[config.mk]
export PLATFORM = sky130hd
export DESIGN_NAME = frame_bitmap_allocator_flat
export DESIGN_NICKNAME = d
export VERILOG_FILES = /design/src/hw/rtl/fba_pkg.sv /design/src/hw/rtl/fba_ifs.sv /design/src/hw/rtl/fba_ram.sv /design/src/hw/rtl/fba_pick.sv /design/src/hw/rtl/fba_ctrl.sv /design/src/hw/rtl/frame_bitmap_allocator.sv /design/src/flat_wrapper.sv
export SDC_FILE = /design/constraint.sdc
export NUM_CORES = 1
export LEC_CHECK = 0
export BUFFER_PORTS_ARGS = -buffer_cell sky130_fd_sc_hd__buf_2
export CORE_AREA = 2 2 219 437
export DETAILED_ROUTE_END_ITERATION = 8
export DIE_AREA = 0 0 221 439
export PLACE_DENSITY = 0.65
export SYNTH_ARGS = -nofsm -noshare
export SYNTH_HDL_FRONTEND = slang
export SYNTH_HIERARCHICAL = 1
export SYNTH_SLANG_ARGS = --single-unit
[constraint.sdc]
create_clock -name clk -period 8.85 [get_ports clk]
set_input_delay 0.885 -clock clk [delete_from_list [all_inputs] [get_ports clk]]
set_output_delay 0.885 -clock clk [all_outputs]
set_load 0.05 [all_outputs]
[src/hw/rtl/fba_pkg.sv]
// Shared types and constants of the frame bitmap allocator.
package fba_pkg;

	localparam int FRAME_W = 10;
	localparam int MODE_W  = 2;
	localparam int STAT_W  = 2;
	localparam int CNT_W   = 11;

	localparam logic [CNT_W-1:0] CNT_RESET = 11'd1024;

	typedef enum logic [MODE_W-1:0] {
		MODE_ALLOC = 2'd0,
		MODE_MARK  = 2'd1,
		MODE_FREE  = 2'd2,
		MODE_TEST  = 2'd3
	} mode_t;

	typedef enum logic [STAT_W-1:0] {
		ST_OK        = 2'd0,
		ST_NONE_FREE = 2'd1,
		ST_NOT_ALLOC = 2'd2,
		ST_RANGE     = 2'd3
	} status_t;

	typedef struct packed {
		logic [FRAME_W-1:0] frame;
		status_t            status;
		logic               was_used;
	} res_t;

endpackage

[src/hw/rtl/fba_ifs.sv]
// Request, response and configuration channels of the frame bitmap allocator.
interface fba_req_if import fba_pkg::*; ();
	logic               valid;
	logic               ready;
	logic [MODE_W-1:0]  mode;
	logic [FRAME_W-1:0] frame_index;

	modport source (output valid, output mode, output frame_index, input ready);
	modport sink (input valid, input mode, input frame_index, output ready);
endinterface

interface fba_rsp_if import fba_pkg::*; ();
	logic               valid;
	logic               ready;
	logic [FRAME_W-1:0] result_frame;
	logic [STAT_W-1:0]  status;
	logic               was_used;

	modport source (output valid, output result_frame, output status, output was_used,
		input ready);
	modport sink (input valid, input result_frame, input status, input was_used,
		output ready);
endinterface

interface fba_cfg_if import fba_pkg::*; ();
	logic             valid;
	logic             ready;
	logic [CNT_W-1:0] frame_count;

	modport source (output valid, output frame_count, input ready);
	modport sink (input valid, input frame_count, output ready);
endinterface

[src/hw/rtl/fba_ram.sv]
// Generic single-write, single-read RAM with registered read data.
module fba_ram #(
	parameter int WIDTH = 32,
	parameter int DEPTH = 32,
	localparam int AW = (DEPTH > 1) ? $clog2(DEPTH) : 1
) (
	input  logic             clk,
	input  logic             we,
	input  logic [AW-1:0]    waddr,
	input  logic [WIDTH-1:0] wdata,
	input  logic             re,
	input  logic [AW-1:0]    raddr,
	output logic [WIDTH-1:0] rdata
);

	logic [WIDTH-1:0] mem [DEPTH];

	always_ff @(posedge clk) begin
		if (we) begin
			mem[waddr] <= wdata;
		end
		if (re) begin
			rdata <= mem[raddr];
		end
	end

endmodule

[src/hw/rtl/fba_pick.sv]
// Lowest clear bit of one bitmap word.
module fba_pick #(
	parameter int WORD_BITS = 32,
	localparam int OW = $clog2(WORD_BITS)
) (
	input  logic [WORD_BITS-1:0] word,
	output logic                 found,
	output logic [OW-1:0]        pos
);

	always_comb begin
		found = 1'b0;
		pos   = '0;
		for (int i = WORD_BITS - 1; i >= 0; i--) begin
			if (!word[i]) begin
				found = 1'b1;
				pos   = OW'(i);
			end
		end
	end

endmodule

[src/hw/rtl/fba_ctrl.sv]
// Sequencer: clearing pass, first-fit word scan and read-modify-write of the bitmap.
module fba_ctrl import fba_pkg::*; #(
	parameter int NUM_FRAMES = 1024,
	parameter int WORD_BITS = 32,
	localparam int WORDS = (NUM_FRAMES + WORD_BITS - 1) / WORD_BITS,
	localparam int AW = (WORDS > 1) ? $clog2(WORDS) : 1
) (
	input  logic                 clk,
	input  logic                 arst_n,
	fba_req_if.sink              req,
	input  logic [CNT_W-1:0]     eff_count,
	input  logic                 res_ready,
	output logic                 res_valid,
	output res_t                 res,
	output logic                 ram_we,
	output logic [AW-1:0]        ram_waddr,
	output logic [WORD_BITS-1:0] ram_wdata,
	output logic                 ram_re,
	output logic [AW-1:0]        ram_raddr,
	input  logic [WORD_BITS-1:0] ram_rdata
);

	localparam int OW = $clog2(WORD_BITS);
	// idx / WORD_BITS as a multiply by a rounded-up reciprocal, exact for 10-bit idx
	localparam int DIV_S = FRAME_W + OW;
	localparam int DIV_M = ((1 << DIV_S) + WORD_BITS - 1) / WORD_BITS;
	localparam int MW = FRAME_W + 1;
	localparam int PW = FRAME_W + MW;
	localparam int SPAN_W = $clog2(WORDS * WORD_BITS + 1);
	localparam int BW = (SPAN_W > CNT_W) ? SPAN_W : CNT_W;

	typedef enum logic [2:0] {
		S_CLEAR,
		S_IDLE,
		S_RDX,
		S_MODX,
		S_SCAN,
		S_RESULT
	} state_t;

	state_t             state_q;
	logic [AW-1:0]      w_q;
	logic [BW-1:0]      base_q;
	mode_t              mode_q;
	logic [FRAME_W-1:0] idx_q;
	logic [FRAME_W-1:0] q_q;
	logic [OW-1:0]      r_q;
	res_t               res_q;

	logic               accept;
	mode_t              req_mode;
	logic               idx_oor;
	logic [PW-1:0]      div_prod;
	logic [FRAME_W-1:0] q_next;
	logic [FRAME_W-1:0] qwb;
	logic [OW-1:0]      r_next;
	logic [WORD_BITS-1:0] bit_m;
	logic               was;
	logic               pk_found;
	logic [OW-1:0]      pk_pos;
	logic [WORD_BITS-1:0] pk_mask;
	logic [BW-1:0]      scan_n;
	logic [BW-1:0]      scan_f;
	logic               scan_past;
	logic               scan_hit;
	logic               scan_last;
	logic               scan_fail;

	fba_pick #(.WORD_BITS(WORD_BITS)) u_pick (
		.word  (ram_rdata),
		.found (pk_found),
		.pos   (pk_pos)
	);

	assign req.ready = (state_q == S_IDLE);
	assign accept    = req.valid && req.ready;
	assign req_mode  = mode_t'(req.mode);
	assign idx_oor   = {1'b0, req.frame_index} >= eff_count;

	assign div_prod = PW'(req.frame_index) * PW'(DIV_M);
	assign q_next   = FRAME_W'(div_prod >> DIV_S);
	assign qwb      = q_q * FRAME_W'(WORD_BITS);
	assign r_next   = OW'(idx_q - qwb);

	assign bit_m   = {{(WORD_BITS - 1){1'b0}}, 1'b1} << r_q;
	assign was     = ram_rdata[r_q];
	assign pk_mask = {{(WORD_BITS - 1){1'b0}}, 1'b1} << pk_pos;

	assign scan_n    = BW'(eff_count);
	assign scan_f    = base_q + BW'(pk_pos);
	assign scan_past = base_q >= scan_n;
	assign scan_last = (w_q == AW'(WORDS - 1));
	assign scan_hit  = !scan_past && pk_found && (scan_f < scan_n);
	assign scan_fail = scan_past || (pk_found && !(scan_f < scan_n)) ||
		(!pk_found && scan_last);

	assign res_valid = (state_q == S_RESULT);
	assign res       = res_q;

	always_comb begin
		ram_we    = 1'b0;
		ram_waddr = w_q;
		ram_wdata = '0;
		ram_re    = 1'b0;
		ram_raddr = '0;
		unique case (state_q)
			S_CLEAR: begin
				ram_we = 1'b1;
			end
			S_IDLE: begin
				ram_re = accept && (req_mode == MODE_ALLOC);
			end
			S_RDX: begin
				ram_re    = 1'b1;
				ram_raddr = AW'(q_q);
			end
			S_MODX: begin
				ram_waddr = AW'(q_q);
				ram_we    = (mode_q == MODE_MARK) || (mode_q == MODE_FREE && was);
				ram_wdata = (mode_q == MODE_MARK) ? (ram_rdata | bit_m) : (ram_rdata & ~bit_m);
			end
			S_SCAN: begin
				// prefetch the next word while this one is examined
				ram_re    = 1'b1;
				ram_raddr = AW'(w_q + 1'b1);
				ram_we    = scan_hit;
				ram_wdata = ram_rdata | pk_mask;
			end
			S_RESULT: begin
			end
			default: begin
			end
		endcase
	end

	always_ff @(posedge clk or negedge arst_n) begin
		if (!arst_n) begin
			state_q <= S_CLEAR;
			w_q     <= '0;
			base_q  <= '0;
			mode_q  <= MODE_ALLOC;
			idx_q   <= '0;
			q_q     <= '0;
			r_q     <= '0;
			res_q   <= '{frame: '0, status: ST_OK, was_used: 1'b0};
		end else begin
			unique case (state_q)
				S_CLEAR: begin
					if (scan_last) begin
						w_q     <= '0;
						state_q <= S_IDLE;
					end else begin
						w_q <= AW'(w_q + 1'b1);
					end
				end
				S_IDLE: begin
					if (accept) begin
						mode_q <= req_mode;
						idx_q  <= req.frame_index;
						q_q    <= q_next;
						w_q    <= '0;
						base_q <= '0;
						if (req_mode == MODE_ALLOC) begin
							state_q <= S_SCAN;
						end else if (idx_oor) begin
							res_q   <= '{frame: req.frame_index, status: ST_RANGE, was_used: 1'b0};
							state_q <= S_RESULT;
						end else begin
							state_q <= S_RDX;
						end
					end
				end
				S_RDX: begin
					r_q     <= r_next;
					state_q <= S_MODX;
				end
				S_MODX: begin
					res_q.frame    <= idx_q;
					res_q.was_used <= was;
					res_q.status   <= (mode_q == MODE_FREE && !was) ? ST_NOT_ALLOC : ST_OK;
					state_q        <= S_RESULT;
				end
				S_SCAN: begin
					if (scan_hit) begin
						res_q   <= '{frame: FRAME_W'(scan_f), status: ST_OK, was_used: 1'b0};
						state_q <= S_RESULT;
					end else if (scan_fail) begin
						res_q   <= '{frame: '0, status: ST_NONE_FREE, was_used: 1'b0};
						state_q <= S_RESULT;
					end else begin
						w_q    <= AW'(w_q + 1'b1);
						base_q <= base_q + BW'(WORD_BITS);
					end
				end
				S_RESULT: begin
					if (res_ready) begin
						state_q <= S_IDLE;
					end
				end
				default: begin
					state_q <= S_IDLE;
				end
			endcase
		end
	end

`ifndef SYNTH
	a_scan_in_bounds: assert property (@(posedge clk) disable iff (!arst_n)
		(state_q == S_SCAN) |-> (w_q <= AW'(WORDS - 1)))
		else $error("scan word counter ran past the bitmap");

	a_alloc_sets_one_bit: assert property (@(posedge clk) disable iff (!arst_n)
		(state_q == S_SCAN && ram_we) |-> $onehot(ram_wdata ^ ram_rdata))
		else $error("allocate write changed other than one bit");

	a_free_clears_set_bit: assert property (@(posedge clk) disable iff (!arst_n)
		(state_q == S_MODX && ram_we && mode_q == MODE_FREE) |->
		(ram_rdata[r_q] && !ram_wdata[r_q]))
		else $error("free wrote a frame that was not set");

	a_alloc_below_count: assert property (@(posedge clk) disable iff (!arst_n)
		(state_q == S_RESULT && mode_q == MODE_ALLOC && res_q.status == ST_OK) |->
		({1'b0, res_q.frame} < eff_count))
		else $error("allocated frame at or beyond frame count");

	a_result_holds: assert property (@(posedge clk) disable iff (!arst_n)
		(state_q == S_RESULT && !res_ready) |=> (state_q == S_RESULT && $stable(res_q)))
		else $error("pending result lost before hand-off");
`endif

endmodule

[src/hw/rtl/frame_bitmap_allocator.sv]
// Allocate scans words in S_SCAN, 1..WORDS of them, then moves to S_RESULT ahead of the
// response register. Mark, free and test pass S_RDX, S_MODX and S_RESULT; an out-of-range
// index goes straight to S_RESULT. One item at a time; the allocate scan reads one word per
// cycle over the single bitmap RAM read port.
// After arst_n a clearing pass writes zero to all WORDS bitmap words; requests wait,
// configuration writes are taken throughout.
module frame_bitmap_allocator import fba_pkg::*; #(
	parameter int NUM_FRAMES = 1024,
	parameter int WORD_BITS = 32
) (
	input logic         clk,
	input logic         arst_n,
	fba_req_if.sink     req,
	fba_rsp_if.source   rsp,
	fba_cfg_if.sink     cfg
);

	localparam int WORDS = (NUM_FRAMES + WORD_BITS - 1) / WORD_BITS;
	localparam int AW = (WORDS > 1) ? $clog2(WORDS) : 1;
	localparam logic [CNT_W-1:0] EFF_RESET =
		(NUM_FRAMES < 32'(CNT_RESET)) ? CNT_W'(NUM_FRAMES) : CNT_RESET;

	logic [CNT_W-1:0]     eff_q;
	logic                 out_v_q;
	res_t                 out_q;

	logic                 res_valid;
	logic                 res_ready;
	res_t                 res;
	logic                 ram_we;
	logic [AW-1:0]        ram_waddr;
	logic [WORD_BITS-1:0] ram_wdata;
	logic                 ram_re;
	logic [AW-1:0]        ram_raddr;
	logic [WORD_BITS-1:0] ram_rdata;

	assign cfg.ready = 1'b1;

	// frame count is kept already saturated to NUM_FRAMES
	always_ff @(posedge clk or negedge arst_n) begin
		if (!arst_n) begin
			eff_q <= EFF_RESET;
		end else if (cfg.valid && cfg.ready) begin
			eff_q <= (32'(cfg.frame_count) > NUM_FRAMES) ? CNT_W'(NUM_FRAMES) : cfg.frame_count;
		end
	end

	assign res_ready = !out_v_q || rsp.ready;

	always_ff @(posedge clk or negedge arst_n) begin
		if (!arst_n) begin
			out_v_q <= 1'b0;
		end else if (res_valid && res_ready) begin
			out_v_q <= 1'b1;
		end else if (rsp.ready) begin
			out_v_q <= 1'b0;
		end
	end

	always_ff @(posedge clk) begin
		if (res_valid && res_ready) begin
			out_q <= res;
		end
	end

	assign rsp.valid        = out_v_q;
	assign rsp.result_frame = out_q.frame;
	assign rsp.status       = out_q.status;
	assign rsp.was_used     = out_q.was_used;

	fba_ctrl #(
		.NUM_FRAMES (NUM_FRAMES),
		.WORD_BITS  (WORD_BITS)
	) u_ctrl (
		.clk       (clk),
		.arst_n    (arst_n),
		.req       (req),
		.eff_count (eff_q),
		.res_ready (res_ready),
		.res_valid (res_valid),
		.res       (res),
		.ram_we    (ram_we),
		.ram_waddr (ram_waddr),
		.ram_wdata (ram_wdata),
		.ram_re    (ram_re),
		.ram_raddr (ram_raddr),
		.ram_rdata (ram_rdata)
	);

	fba_ram #(
		.WIDTH (WORD_BITS),
		.DEPTH (WORDS)
	) u_bitmap (
		.clk   (clk),
		.we    (ram_we),
		.waddr (ram_waddr),
		.wdata (ram_wdata),
		.re    (ram_re),
		.raddr (ram_raddr),
		.rdata (ram_rdata)
	);

endmodule
[src/flat_wrapper.sv]
// flat-port wrapper written by rule: the top's interface ports become plain ports
module frame_bitmap_allocator_flat import fba_pkg::*;
#(
	parameter int NUM_FRAMES = 1024,
	parameter int WORD_BITS = 32
)
  (clk, arst_n, req_valid, req_mode, req_frame_index, req_ready, rsp_valid, rsp_result_frame, rsp_status, rsp_was_used, rsp_ready, cfg_valid, cfg_frame_count, cfg_ready);
  fba_req_if req_i ();
  fba_rsp_if rsp_i ();
  fba_cfg_if cfg_i ();
  input logic clk;
  input logic arst_n;
  input wire logic [$bits(req_i.valid)-1:0] req_valid;
  input wire logic [$bits(req_i.mode)-1:0] req_mode;
  input wire logic [$bits(req_i.frame_index)-1:0] req_frame_index;
  output wire logic [$bits(req_i.ready)-1:0] req_ready;
  output wire logic [$bits(rsp_i.valid)-1:0] rsp_valid;
  output wire logic [$bits(rsp_i.result_frame)-1:0] rsp_result_frame;
  output wire logic [$bits(rsp_i.status)-1:0] rsp_status;
  output wire logic [$bits(rsp_i.was_used)-1:0] rsp_was_used;
  input wire logic [$bits(rsp_i.ready)-1:0] rsp_ready;
  input wire logic [$bits(cfg_i.valid)-1:0] cfg_valid;
  input wire logic [$bits(cfg_i.frame_count)-1:0] cfg_frame_count;
  output wire logic [$bits(cfg_i.ready)-1:0] cfg_ready;
  assign req_i.valid = req_valid;
  assign req_i.mode = req_mode;
  assign req_i.frame_index = req_frame_index;
  assign req_ready = req_i.ready;
  assign rsp_valid = rsp_i.valid;
  assign rsp_result_frame = rsp_i.result_frame;
  assign rsp_status = rsp_i.status;
  assign rsp_was_used = rsp_i.was_used;
  assign rsp_i.ready = rsp_ready;
  assign cfg_i.valid = cfg_valid;
  assign cfg_i.frame_count = cfg_frame_count;
  assign cfg_ready = cfg_i.ready;
  frame_bitmap_allocator #(.NUM_FRAMES(NUM_FRAMES), .WORD_BITS(WORD_BITS)) u_core (.clk(clk), .arst_n(arst_n), .req(req_i), .rsp(rsp_i), .cfg(cfg_i));
endmodule
## Word-level counts from Yosys, hierarchy flattened

Memory sizes are Yosys's and may differ from the RTL's. A register that Yosys moved wholly into a read port is not among the register bits.
Index checks and enable logic that the tools add are counted.

- Register bits after elaboration: 79
- Memory bits (writable): 1024
- Bits of input ports: 28
- Memories kept: 1

- $add $sub $neg: 4
- $lt $le $gt $ge: 5
- Eq/ne operators: 16
- Shift operators: 2
- Mux-type cells: 101
- Bitwise operators: 4
- Reduce and logical (&&, ||, !) cells: 30

Memories:

| name | depth | width | rd ports | clocked after memory_dff | wr ports | line | source |
|---|---|---|---|---|---|---|---|
| u_core.u_bitmap.mem | 32 | 32 | 1 | 1 | 1 | fba_ram.sv:16 | `logic [WIDTH-1:0] mem [DEPTH];` |

Operators by type and width:

| kind | number |
|---|---|
| $mux 5 | 37 |
| $mux 13 | 5 |
| $or 32x32->32 | 2 |
| $pmux 32 s2 | 1 |
| $shl 1x5->32 const A | 2 |
| $mux 11 | 4 |
| $pmux 13 s3 | 1 |
| $mux 1 | 37 |
| $and 32x32->32 | 1 |
| $mux 32 | 1 |
| $not 32->32 | 1 |
| $pmux 11 s2 | 1 |
| $mux 3 | 7 |
| $pmux 3 s6 | 1 |
| $pmux 5 s3 | 1 |
| $reduce_and 4->1 | 3 |
| $add 11x5->11 | 1 |
| $add 11x6->11 const B | 1 |
| $ge 10x11->1 | 1 |
| $ge 11x11->1 | 1 |
| $gt 11x11->1 const B | 1 |
| $lt 11x11->1 | 1 |
| $ne 2x2->1 const B | 5 |
| $pmux 5 s2 | 1 |
| 25 further kinds | 45 |

## Logic depth before layout (Yosys ltp)

- Word-level depth: 41
- Gate-level depth with buffers: 21

## By module

Netlist, hierarchy kept.

By module, submodules not included:

| module | instances | cells an instance | area each (um^2) | sequential area each (um^2) |
|---|---|---|---|---|
| fba_ram | 1 | 2260 | 40807.9 | 31710.4 |
| fba_ctrl | 1 | 530 | 4408.0 | 1101.1 |
| frame_bitmap_allocator | 1 | 64 | 913.4 | 691.9 |
| fba_pick | 1 | 66 | 392.9 | 0.0 |

## Least setup slack after synthesis

No wires, ideal clock.

- Kind: flip-flop to flip-flop
- From: register u_core.u_bitmap.rdata[6], read port of u_core.u_bitmap.mem
- To: memory u_core.u_bitmap.mem[28][0] (enable)
- Library setup time: 421 ps
- Arrival time: 4836 ps
- Data required time: 8429 ps
- Slack: 3593 ps
- Cell stages (with the launch flop): 15
- Clock period less this slack: 5257 ps
- Path through: edfxtp_1 -> nand2_1 -> or3_4 -> nor4_2 -> clkbuf_1 -> xnor2_1 -> ha_1 -> a21oi_1 -> o21ai_0 -> a221oi_4 -> nand2_1 -> o211ai_1 -> or3b_2 -> clkbuf_1 -> nor2_1

- Word-level cells in the longest chain between the ends: 13
- Elaborated cells between the ends (all ways): 25

RTL lines:

| what | line | source |
|---|---|---|
| start: declaration | fba_ram.sv:13 | `output logic [WIDTH-1:0] rdata` |
| $mux 5 (7 in series) | fba_pick.sv:15 | `if (!word[i]) begin` |
| net u_core.u_ctrl.pk_pos[4] | fba_ctrl.sv:60 | `logic [OW-1:0] pk_pos;` |
| $add 11x5->11 | fba_ctrl.sv:90 | `assign scan_f = base_q + BW'(pk_pos);` |
| $lt 11x11->1 | fba_ctrl.sv:93 | `assign scan_hit = !scan_past && pk_found && (scan_f < scan_n);` |
| $logic_and 1x1->1 | fba_ctrl.sv:93 |  |
| $pmux 1 s3 | fba_ctrl.sv:106 | `unique case (state_q)` |
| net u_core.ram_we | frame_bitmap_allocator.sv:30 | `logic ram_we;` |
| $mux 1 | fba_ram.sv:19 | `if (we) begin` |
| $mux 1 (not written as such) | fba_ram.sv:20 | `mem[waddr] <= wdata;` |
| end: declaration | fba_ram.sv:16 |  |

The timed path passes the listed nets, and every way through them passes these cells. The select of a mux whose other input is x is not followed.

## Final worst setup path

- From: register u_core.u_bitmap.rdata[24], read port of u_core.u_bitmap.mem
- To: memory u_core.u_bitmap.mem[8][11] (enable)

- Word-level cells in the longest chain between the ends: 31
- Elaborated cells between the ends (all ways): 61

RTL lines:

| what | line |
|---|---|
| $mux 5 (25 in series) | fba_pick.sv:15 |
| net u_core.u_ctrl.pk_pos[2] | fba_ctrl.sv:60 |
| $add 11x5->11 | fba_ctrl.sv:90 |
| $lt 11x11->1 | fba_ctrl.sv:93 |
| $logic_and 1x1->1 | fba_ctrl.sv:93 |
| $pmux 1 s3 | fba_ctrl.sv:106 |
| net u_core.ram_we | frame_bitmap_allocator.sv:30 |
| $mux 1 | fba_ram.sv:19 |
| $mux 1 (not written as such) | fba_ram.sv:20 |

The timed path passes the listed nets, and every way through them passes these cells. The select of a mux whose other input is x is not followed.

==> impl_metrics.env <==
export IMPL_ys_warn_count=6
export IMPL_cts_tree="built"
export IMPL_cpLargestDelayFamily="simple AND/OR/NAND/NOR gates"
export IMPL_p_seq_share_pct=42.9
export IMPL_yosysSeqAreaShare_pct=72.02
export IMPL_drt_first_pass_iters=5
export IMPL_dp_cells=4058
export IMPL_viasPerCell=6.254
export IMPL_synth_cells=2920
export IMPL_clk_path_buf_depth=3
export IMPL_ff2ff_setup_slack_ns=2.86
export IMPL_sw_frac_of_total_pct=36.90
export IMPL_cpPeakStageDelay_ns=1.02
export IMPL_max_vdd_ir_drop_mv=0.2915
export IMPL_dp_hpwl_mm=90.48
export IMPL_drtAntennaViolNets=0
export IMPL_cpMostUsedCell="a21oi_1"
export IMPL_syn_num_nets=2978
export IMPL_wl_per_cell_um=31.76
export IMPL_cts_resized=0
export IMPL_ctsHoldBuffers=0
export IMPL_grt_pass1_vias=26390
export IMPL_die_y_um=439
export IMPL_slew_limit_headroom_pct=15.55
export IMPL_nFillCells=7240
export IMPL_async_reset_ff_share_pct=4.978
export IMPL_p_total_mw=16.70
export IMPL_timing_final_crit_share_pct=67.73
export IMPL_hold_viol=0
export IMPL_critPathSlowestCell="nor2_4"
export IMPL_path_class="reg -> reg"
export IMPL_regArea_um2=33500
export IMPL_drt_wl_total_mm=134.5
export IMPL_worstReg2RegEnd="u_core/u_bitmap/mem[8][11]"
export IMPL_power_leakage_nw=16.30
export IMPL_cts_sink_count=1125
export IMPL_p_switching_mw=6.162
export IMPL_cts_root_buf="clkbuf_16"
export IMPL_ff2ff_path_depth=14
export IMPL_core_um2=93700
export IMPL_antenna_found_initial=2
export IMPL_die_x_um=221
export IMPL_drtIter0Drc=2316
export IMPL_clk_latency_ns=0.71
export IMPL_grt_use_total_pct=27.58
export IMPL_final_util_pct=55.01
export IMPL_overflow=0
export IMPL_postCtsSetupRepairBufs=0
export IMPL_synth_area_per_cell_um2=15.93
export IMPL_period_needed_ns=5.994
export IMPL_cp_arrival_ns=6.30
export IMPL_grt_max_degree=133
export IMPL_timing_fmax_ghz=0.1668
export IMPL_finalMaxSlewViolations=0
export IMPL_initial_core_util_pct=49.65
export IMPL_io_buffer_count=42
export IMPL_path_cells="and4_1 > a21oi_1 > nor2_1 > o21bai_1 > a21oi_1 > xor2_1 > ha_1 > a21oi_1 > o21ai_0 > a221oi_4 > nand2_1 > o211ai_1 > or3b_2 > nor2_4"
export IMPL_layout_commonest_cell="edfxtp_1"
export IMPL_clockPowerShare_pct=24.6
export IMPL_internal_power_mw=10.54
export IMPL_area_growth_pct=10.79
export IMPL_cp_data_required_time_ns=9.16
export IMPL_worst_pin_slew_ns=1.264
export IMPL_core_rowCount=159
export IMPL_setup_tns_final_ns=0
export IMPL_drc=0
export IMPL_finalSetupViolCount=0
export IMPL_synth_edf_count=1069
export IMPL_status="complete, no violations"
export IMPL_cp_num_buf_inv=0
export IMPL_path_max_fanout=32
export IMPL_ys_seq_elements=1125
export IMPL_gp_congestion=1.011
export IMPL_min_path_type="in -> async"
export IMPL_cts_max_level=3
export IMPL_clkTransAtPathRegs_ns=0.07
export IMPL_multiInputGateArea_um2=12660
export IMPL_stdcell_count=4235
export IMPL_final_cell_mix="edfxtp_1, mux2i_1, nand2_1, a21oi_1, nand3_1"
export IMPL_p_comb_share_pct=32.5
export IMPL_synthFlopType="edfxtp_1"
export IMPL_synth_area_um2=46520
export IMPL_fp_dieArea_um2=97020
export IMPL_clock_skew_ns=0.02091
export IMPL_io_pins=44
export IMPL_rr_startpoint="u_core/u_bitmap/rdata[24]"
export IMPL_rsz0062_at_grt="false"
export IMPL_drive_gt1_share_pct=12.13
export IMPL_crit_path_end_kind="flip-flop"
export IMPL_vias=26490
export IMPL_cts_made_buffers=94
export IMPL_crit_path_start_kind="flip-flop"
export IMPL_cap_violations=0
export IMPL_whs_ns=0.3244
export IMPL_yosys_cell_types_count=71
export IMPL_grt_first_pass_wirelength_mm=190.3
export IMPL_finalNetCount=3005
export IMPL_power_density_nw_per_um2=324.0
## stage by stage
| step | area (µm²) | setup WS, ns |
|---|---|---|
| 3_3_place_gp | 48530 | 3.037 |
| 5_1_grt | 51540 | 2.780 |
| 4_1_cts | 51540 | 3.049 |
| 3_5_place_dp | 48530 | 3.075 |
| 6_report | 51540 | 2.856 |
| 2_1_floorplan | 46520 | 3.593 |
## worst reg2reg max path, cell delays in order, from the launching register on
cell      delay [ns]
edfxtp_1        0.52
and4_1          0.25
a21oi_1         0.08
nor2_1          0.22
o21bai_1        0.10
a21oi_1         0.74
xor2_1          0.25
ha_1            0.28
a21oi_1         0.16
o21ai_0         0.17
a221oi_4        0.54
nand2_1         0.18
o211ai_1        0.28
or3b_2          0.77
nor2_4          1.02
## metal layers
metal  global-route usage (%)  up-vias  part of all wire [%]
li1                         -    11490                     -
met1                    29.14    13620                    33
met2                    50.45     1059                    54
met3                    3.518      322                   4.9
met4                    19.79        2                   8.0
met5                        0        -                 0.011
## power by group through the flow
stage	clock network, mW	logic (mW)	registers, mW
after floorplan	0	2.92	7.18
after global placement	0	5.34	7.24
after detailed placement	0	5.39	7.26
after CTS	4.17	5.40	7.15
after global routing	4.35	5.58	7.20
final	4.11	5.43	7.16
## cells by family after synthesis
family / share of synthesized area (%)
compound gates: 6.740
fa+ha+maj: 0.8068
buf+inv: 2.340
mux: 12.83
flops: 72.02
simple gates: 5.121
other cells: 0.01614
xor+xnor: 0.1318
## worst max-delay path by stage
stage                                    startpoint                          to  slack (ns)  depth (start not counted)
after floorplan            u_core/u_bitmap/rdata[6]  u_core/u_bitmap/mem[28][0]        3.59                         14
after global placement    u_core/u_bitmap/rdata[21]  u_core/u_bitmap/mem[8][15]        3.04                         14
after detailed placement  u_core/u_bitmap/rdata[19]  u_core/u_bitmap/mem[8][11]        3.07                         13
after CTS                 u_core/u_bitmap/rdata[19]  u_core/u_bitmap/mem[8][28]        3.05                         13
after global routing      u_core/u_bitmap/rdata[19]  u_core/u_bitmap/mem[8][11]        2.78                         13
final                     u_core/u_bitmap/rdata[24]  u_core/u_bitmap/mem[8][11]        2.86                         14
## registers in the layout (all words and copies together), names as in the netlist, 5 cells and up
name                     cells
u_core/u_ctrl/idx_q         10
u_core/eff_q                11
u_core/u_ctrl/res           13
u_core/u_bitmap/rdata       32
u_core/u_ctrl/base_q         6
u_core/u_bitmap/mem       1024
u_core/rsp.result_frame     10
u_core/u_ctrl/w_q            5
u_core/u_ctrl/r_q            5
## area by class of cell
class                   instances  share of cell area (%)
diodes                          2                0.009710
clock buffers                 113                   4.785
clock inverters                62                   1.044
inverters                      36                  0.2622
multi-input cells            1586                   24.56
flip-flops and latches       1125                   65.00
well taps                    1207                   2.930
repair buffers                104                   1.408
## cell usage after synthesis (30+ instances only)
cell | number | area (µm²)
edfxtp_1 | 1069 | 32100
mux2i_1 | 549 | 5495
nand2_1 | 162 | 608.1
a21oi_1 | 139 | 695.7
nand3_1 | 125 | 625.6
a22oi_1 | 106 | 795.8
nor2_1 | 79 | 296.5
clkbuf_1 | 74 | 277.8
a22o_1 | 64 | 560.5
dfrtp_1 | 55 | 1376
a31oi_1 | 45 | 281.5
o21ai_0 | 41 | 205.2
buf_4 | 37 | 277.8
nor3_1 | 37 | 185.2
buf_2 | 36 | 180.2
inv_1 | 35 | 131.4
o22ai_1 | 32 | 200.2
ha_1 | 30 | 375.4
Power figures use the tool's default switching activity.
